[config.mk]
export PLATFORM = sky130hd
export DESIGN_NAME = staged_waypoint_table_top
export DESIGN_NICKNAME = d
export VERILOG_FILES = /design/src/rtl/swt_pkg.sv /design/src/rtl/swt_bank.sv /design/src/rtl/staged_waypoint_table_top.sv
export SDC_FILE = /design/constraint.sdc
export NUM_CORES = 2
export LEC_CHECK = 0
export ABC_AREA = 1
export BUFFER_PORTS_ARGS = -buffer_cell sky130_fd_sc_hd__buf_2
export CORE_MARGIN = 8
export CORE_UTILIZATION = 57
export CTS_CLUSTER_DIAMETER = 80
export DETAILED_ROUTE_END_ITERATION = 6
export GPL_ROUTABILITY_DRIVEN = 0
export HOLD_SLACK_MARGIN = 0.08
export PLACE_DENSITY = 0.76
export SYNTH_ARGS = -nofsm -noshare
export SYNTH_HDL_FRONTEND = slang
export SYNTH_SLANG_ARGS = --single-unit
[constraint.sdc]
create_clock -name clk -period 3.26 [get_ports clk]
set_input_delay 0.489 -clock clk [delete_from_list [all_inputs] [get_ports clk]]
set_output_delay 0.489 -clock clk [all_outputs]
set_load 0.02 [all_outputs]
[src/rtl/swt_pkg.sv]
// Shared definitions for the staged waypoint table: opcodes, default sizes
// and the control bundle passed from the top level to the bank memory.
// No dependencies.
`timescale 1ns / 1ps

package swt_pkg;

	// Default table depth and stored coordinate width
	localparam int MAX_ENTRIES_DEF = 32;
	localparam int COORD_WIDTH_DEF = 16;

	// Fixed widths of the stream fields
	localparam int OPCODE_W = 3;
	localparam int COUNT_W  = 8;
	localparam int INDEX_W  = 8;
	localparam int XY_W     = 16;

	typedef enum logic [OPCODE_W-1:0] {
		OP_RESET  = 3'd0,
		OP_BEGIN  = 3'd1,
		OP_STORE  = 3'd2,
		OP_COMMIT = 3'd3,
		OP_GET    = 3'd4
	} swt_op_t;

	// Write and read strobes with the bank half each one addresses
	typedef struct packed {
		logic wr_en;
		logic wr_sel;
		logic rd_en;
		logic rd_sel;
	} swt_bank_ctrl_t;

endpackage

[src/rtl/swt_bank.sv]
// Ping-pong coordinate memory: two halves of MAX_ENTRIES x/y pairs, one write
// port and one registered read port. Depends on swt_pkg.
`timescale 1ns / 1ps

module swt_bank #(
	parameter int MAX_ENTRIES = swt_pkg::MAX_ENTRIES_DEF,
	parameter int COORD_WIDTH = swt_pkg::COORD_WIDTH_DEF,
	localparam int IDX_W = (MAX_ENTRIES > 1) ? $clog2(MAX_ENTRIES) : 1
) (
	input  logic                           clk,
	input  swt_pkg::swt_bank_ctrl_t        ctrl,
	input  logic [IDX_W-1:0]               wr_idx,
	input  logic signed [COORD_WIDTH-1:0]  wr_x,
	input  logic signed [COORD_WIDTH-1:0]  wr_y,
	input  logic [IDX_W-1:0]               rd_idx,
	output logic signed [COORD_WIDTH-1:0]  rd_x,
	output logic signed [COORD_WIDTH-1:0]  rd_y
);

	logic [2*COORD_WIDTH-1:0] mem [2][MAX_ENTRIES];

	// Write one pair into the selected half
	always_ff @(posedge clk) begin
		if (ctrl.wr_en) begin
			mem[ctrl.wr_sel][wr_idx] <= {wr_y, wr_x};
		end
	end

	// Register the read data; hold it while no read is issued
	always_ff @(posedge clk) begin
		if (ctrl.rd_en) begin
			{rd_y, rd_x} <= mem[ctrl.rd_sel][rd_idx];
		end
	end

endmodule

[src/rtl/staged_waypoint_table_top.sv]
// Top level of the staged waypoint table: stream ports, control state and
// result register. Depends on swt_pkg and swt_bank.
`timescale 1ns / 1ps

// The block takes one operation beat per cycle while the output is not
// stalled and returns one result beat for each: the beat is captured in an
// input register, decoded and applied to the table in one pass, and the
// result lands in the output register together with the registered read of
// the coordinate memory. The two table banks share one memory with one write
// port (store) and one read port (get); commit flips which half is active,
// so it is handled in one pass like every other opcode.
// Entries never written read as undefined data, but only written entries can
// be reached by a successful get.

module staged_waypoint_table_top #(
	parameter int MAX_ENTRIES = swt_pkg::MAX_ENTRIES_DEF,
	parameter int COORD_WIDTH = swt_pkg::COORD_WIDTH_DEF
) (
	input  logic        clk,
	input  logic        arst_n,
	input  logic        s_tvalid,
	output logic        s_tready,
	// [7:0] count, [15:8] index, [31:16] x_in, [47:32] y_in
	input  logic [47:0] s_tdata,
	// [2:0] opcode
	input  logic [2:0]  s_tuser,
	output logic        m_tvalid,
	input  logic        m_tready,
	// [0] ok, [16:1] x_out, [32:17] y_out, [33] loaded, [41:34] active_count
	output logic [47:0] m_tdata
);

	localparam int IDX_W = (MAX_ENTRIES > 1) ? $clog2(MAX_ENTRIES) : 1;
	localparam int CW    = swt_pkg::COUNT_W;
	localparam int XW    = swt_pkg::XY_W;

	// Input register
	logic                          v_s1;
	logic [swt_pkg::OPCODE_W-1:0]  op_s1;
	logic [CW-1:0]                 count_s1;
	logic [swt_pkg::INDEX_W-1:0]   index_s1;
	logic signed [XW-1:0]          x_s1;
	logic signed [XW-1:0]          y_s1;

	// Table control state
	logic [CW-1:0]          expected_q;
	logic [CW-1:0]          active_cnt_q;
	logic                   loaded_q;
	logic                   receiving_q;
	logic [MAX_ENTRIES-1:0] written_q;
	logic                   active_sel_q;

	// Result register
	logic          v_s2;
	logic          ok_s2;
	logic          hit_s2;
	logic          loaded_s2;
	logic [CW-1:0] count_s2;

	logic advance;
	logic fire;

	// Next-state and result of the operation in the input register
	logic                    ok_c;
	logic                    get_hit_c;
	logic [CW-1:0]           expected_d;
	logic [CW-1:0]           active_cnt_d;
	logic                    loaded_d;
	logic                    receiving_d;
	logic [MAX_ENTRIES-1:0]  written_d;
	logic                    active_sel_d;
	logic                    all_written;
	swt_pkg::swt_bank_ctrl_t bank_ctrl;

	logic signed [COORD_WIDTH-1:0] wr_x;
	logic signed [COORD_WIDTH-1:0] wr_y;
	logic signed [COORD_WIDTH-1:0] rd_x;
	logic signed [COORD_WIDTH-1:0] rd_y;
	logic signed [XW-1:0]          x_out;
	logic signed [XW-1:0]          y_out;

	// Advance both stages together whenever the result register can move
	assign advance  = !v_s2 || m_tready;
	assign s_tready = !v_s1 || advance;
	assign fire     = v_s1 && advance;

	// Capture an accepted beat
	always_ff @(posedge clk or negedge arst_n) begin
		if (!arst_n) begin
			v_s1 <= 1'b0;
		end else if (s_tready) begin
			v_s1 <= s_tvalid;
		end
	end

	always_ff @(posedge clk) begin
		if (s_tvalid && s_tready) begin
			op_s1    <= s_tuser;
			count_s1 <= s_tdata[7:0];
			index_s1 <= s_tdata[15:8];
			x_s1     <= s_tdata[31:16];
			y_s1     <= s_tdata[47:32];
		end
	end

	// Check that every entry below the expected count has been written
	always_comb begin
		all_written = 1'b1;
		for (int i = 0; i < MAX_ENTRIES; i++) begin
			if ((CW'(i) < expected_q) && !written_q[i]) begin
				all_written = 1'b0;
			end
		end
	end

	// Fit the stored coordinates to the storage width
	assign wr_x = COORD_WIDTH'(x_s1);
	assign wr_y = COORD_WIDTH'(y_s1);

	// Decode the opcode and work out the next table state
	always_comb begin
		ok_c         = 1'b0;
		get_hit_c    = 1'b0;
		expected_d   = expected_q;
		active_cnt_d = active_cnt_q;
		loaded_d     = loaded_q;
		receiving_d  = receiving_q;
		written_d    = written_q;
		active_sel_d = active_sel_q;
		bank_ctrl.wr_en  = 1'b0;
		bank_ctrl.wr_sel = !active_sel_q;
		bank_ctrl.rd_en  = fire;
		bank_ctrl.rd_sel = active_sel_q;
		case (op_s1)
			swt_pkg::OP_RESET: begin
				ok_c         = 1'b1;
				expected_d   = '0;
				active_cnt_d = '0;
				loaded_d     = 1'b0;
				receiving_d  = 1'b0;
				written_d    = '0;
			end
			swt_pkg::OP_BEGIN: begin
				if ((count_s1 != '0) && (count_s1 <= CW'(MAX_ENTRIES))) begin
					ok_c        = 1'b1;
					expected_d  = count_s1;
					receiving_d = 1'b1;
					loaded_d    = 1'b0;
					written_d   = '0;
				end
			end
			swt_pkg::OP_STORE: begin
				if (receiving_q && (index_s1 < expected_q)) begin
					ok_c            = 1'b1;
					bank_ctrl.wr_en = fire;
					written_d[index_s1[IDX_W-1:0]] = 1'b1;
				end
			end
			swt_pkg::OP_COMMIT: begin
				if (receiving_q && all_written) begin
					ok_c         = 1'b1;
					active_sel_d = !active_sel_q;
					active_cnt_d = expected_q;
					loaded_d     = 1'b1;
					receiving_d  = 1'b0;
				end
			end
			swt_pkg::OP_GET: begin
				if (index_s1 < active_cnt_q) begin
					ok_c      = 1'b1;
					get_hit_c = 1'b1;
				end
			end
			default: begin
				ok_c = 1'b0;
			end
		endcase
	end

	// Update the table state when the operation moves on
	always_ff @(posedge clk or negedge arst_n) begin
		if (!arst_n) begin
			expected_q   <= '0;
			active_cnt_q <= '0;
			loaded_q     <= 1'b0;
			receiving_q  <= 1'b0;
			written_q    <= '0;
			active_sel_q <= 1'b0;
		end else if (fire) begin
			expected_q   <= expected_d;
			active_cnt_q <= active_cnt_d;
			loaded_q     <= loaded_d;
			receiving_q  <= receiving_d;
			written_q    <= written_d;
			active_sel_q <= active_sel_d;
		end
	end

	swt_bank #(
		.MAX_ENTRIES (MAX_ENTRIES),
		.COORD_WIDTH (COORD_WIDTH)
	) u_bank (
		.clk    (clk),
		.ctrl   (bank_ctrl),
		.wr_idx (index_s1[IDX_W-1:0]),
		.wr_x   (wr_x),
		.wr_y   (wr_y),
		.rd_idx (index_s1[IDX_W-1:0]),
		.rd_x   (rd_x),
		.rd_y   (rd_y)
	);

	// Result register
	always_ff @(posedge clk or negedge arst_n) begin
		if (!arst_n) begin
			v_s2 <= 1'b0;
		end else if (advance) begin
			v_s2 <= v_s1;
		end
	end

	always_ff @(posedge clk) begin
		if (fire) begin
			ok_s2     <= ok_c;
			hit_s2    <= get_hit_c;
			loaded_s2 <= loaded_d;
			count_s2  <= active_cnt_d;
		end
	end

	// Zero the data unless a get hit; report the low bits of the stored value
	assign x_out = hit_s2 ? XW'(rd_x) : '0;
	assign y_out = hit_s2 ? XW'(rd_y) : '0;

	assign m_tvalid = v_s2;
	assign m_tdata  = {6'b0, count_s2, loaded_s2, y_out, x_out, ok_s2};

endmodule
==> flow_summary.yaml <==
drt:
  dr.pass1.iters: 7
  vias_per_cell: 6.428
  drcViolationCount: 5
  drt-total-wl_um: 238400
  drt_iter0_drc: 9090
  wl_per_cell_um: 26.93
  vias: 56920
  antenna_left: 0
logic_synthesis:
  postSynth.asyncResetShare_pct: 2.415
  synthAdderAreaFrac_pct: 0.2062
  synth_top_family_by_area: "compound AO/OA/AOI/OAI gates"
  yosysWarnings: 0
  synth-main-ff-cell: "edfxtp_1"
  yosysUniqueCellTypes: 40
  synthXorXnorAreaFrac_pct: 0.01031
  avgSynthCellArea_um2: 13.23
  synth.mux.area_fraction_pct: 0
  synth_edf_count: 2142
  synthSimpleGateAreaFrac_pct: 9.803
  synth-seq-cells: 2195
  synth_area_um2: 84950
  yosysSeqAreaShare_pct: 77.28
  synthCells: 6419
  synth-compound-area-share_pct: 10.39
placement:
  placement.io_buffers: 98
  place_ws_ps: 80.49
  dpl.hpwl_um: 141800
timing:
  worst_pin_slew_ps: 1100
  final.min_clock_period_ps: 3157
  finalSetupViolCount: 0
  finalHoldViolCount: 0
  finalSetupTns_ps: 0
  rsz0062_at_grt: "false"
  setup_ws_ps: 102.5
  slew_violations: 0
  max_slew_margin_pct: 26.69
  max_freq_ghz: 0.3167
  finClkSkew_ps: 26.08
  fin_crit_sh_pct: 96.85
die:
  die_w_um: 402.1
  start_util_pct: 57.46
  die_area_um2: 161600
  die_h_um: 402.1
  num_rows: 141
  design.core.area_um2: 147800
  pin_count: 105
clock_tree:
  cts_buffers: 202
  cts_max_level: 4
  cts_tree: "built"
  cts.clk_slew.worst_paths_ps: 60
  clk_path_buf_depth: 3
  clockRootBuffer: "clkbuf_16"
  cts.sinks: 2195
  clk_latency_ps: 830
final_layout:
  drive_gt1_share_pct: 12.68
  final_nets: 6830
  fillers: 9628
  final_common_cell: "edfxtp_1"
  final_cell_mix: "2,142 x edfxtp_1, 1,725 x nor2_1, 1,075 x o21ai_0"
  area_growth_pct: 15.40
setup_path:
  critical_path_class: "flip-flop to flip-flop"
  critPathRequiredTime_ps: 3820
  start_kind: "flip-flop"
  cp-end-kind: "flip-flop"
  arrival_ps: 3710
  crit_fanout: 21
global_route:
  grt_pass1_vias: 55060
  overflow: 0
  grtUsageTotal_pct: 28.49
  antenna_found_initial: 5
  grt_pass1_wl_um: 346500
  grt_max_degree: 149
pwr:
  power.leakage_nw: 32.37
  finalPower_w: 0.05859
  ir_worst_vdd_uv: 576.9
  power.density_nw_per_um2: 597.7
outcome:
  status: "finished with violations"
  failed_checks: "design-rule violations"
min_path:
  holdCritPathClass: "input pin to flip-flop"
flow_run:
  cap_violations: 0
final cells by class:
type	instances	area, µm²	area share, %
antenna	2	5.005	0.005105
clock buffer	261	5463	5.573
clock inverter	104	985.9	1.006
inverter	82	332.8	0.3395
multi-input combinational	3748	17910	18.27
sequential	2195	65650	66.97
tap	1930	2415	2.463
timing repair buffer	532	5265	5.371
cell usage after synthesis (53+ instances only):
master    number  area (µm²)
clkbuf_1     240       900.9
nand2_1      232       870.8
o21ai_0     1075        5380
edfxtp_1    2142       64320
a41oi_1      126        1104
dfrtp_1       53        1326
nor3_1        58       290.3
inv_1         71       266.5
o22ai_1      312        1952
nor2_1      1792        6726
buf_2         93       465.5
buf_1         56       210.2
per-layer routing:
| layer | share of wire [%] | vias to the layer above | global-route usage [%] |
|---|---|---|---|
| met2 | 47 | 4220 | 45.15 |
| met4 | 4.3 | 2 | 11.54 |
| met5 | 0.0063 | - | 0 |
| met1 | 35 | 27770 | 37.01 |
| met3 | 14 | 722 | 8.764 |
| li1 | - | 24210 | - |
critical path, cell delays in order (launching register included):
cell     delay (ps)
dfrtp_4         560
buf_12          210
buf_4           230
o21ai_0         230
o22ai_1         160
nor2_1          250
o22ai_1         200
buf_4           210
nor3_1          510
buf_4           220
nand2_1          40
final timing paths:
| check | from | end | slack (ps) | cells after the start |
|---|---|---|---|---|
| worst max-delay path | active_sel_q | u_bank.rd_y[14] | 100 | 10 |
| worst min-delay path | s_tdata[45] | wr_y[13] | 360 | 2 |
| worst max register to register | active_sel_q | u_bank.rd_y[14] | 100 | 10 |
| worst min register to register | loaded_q | loaded_q | 520 | 2 |
| max in group asynchronous | arst_n | written_q[16] | 1990 | 3 |
| min in group asynchronous | arst_n | loaded_q | 470 | 2 |
where the power goes:
part / switching, W / internal (W)
logic: 0.00281 / 0.00103
clock network: 0.0101 / 0.0131
registers: 0.000157 / 0.0313
total: 0.0131 / 0.0455
flip-flops by register name, summed over array words and instances, names as in the netlist, 3 cells and up:
name	cells
active_cnt_q	8
u_bank.rd_y	16
u_bank.rd_x	16
op_s1	3
written_q	32
u_bank.mem	2048
index_s1	8
wr_x	16
expected_q	8
count_s1	8
wr_y	16
count_s2	8
per-stage QoR:
step                      hold slack (ps)  std cells  instance area [µm²]  util [%]
after floorplan                     193.4       6424                84970         -
after global placement              498.2       8431                91010     61.56
after detailed placement            511.3       8431                91010     61.56
after CTS                           319.1       8852                98020     66.30
after global routing                343.5       8853                98030     66.31
final                               356.6       8854                98030     66.31
kinds of logic (layout without fill, tap and decap cells):
| group | count (synthesis) | count (layout) |
|---|---|---|
| AOI/OAI and AO/OA | 1576 | 1576 |
| xor gates and xnor gates | 1 | 1 |
| adders and majority gates | 14 | 14 |
| buffers and inverters | 481 | 979 |
| DFF | 2195 | 2195 |
| other | 1 | 8 |
| and+or+nand+nor | 2151 | 2151 |
what timing repair did:
item                                    4_1_cts  5_1_grt
hold buffers                                 56        0
buffers inserted                              0        0
gates resized for setup                       0        1
endpoints found under the hold margin        94        0
endpoints found under the setup margin        0        1
No activity file was read; power rests on OpenSTA's default activity.
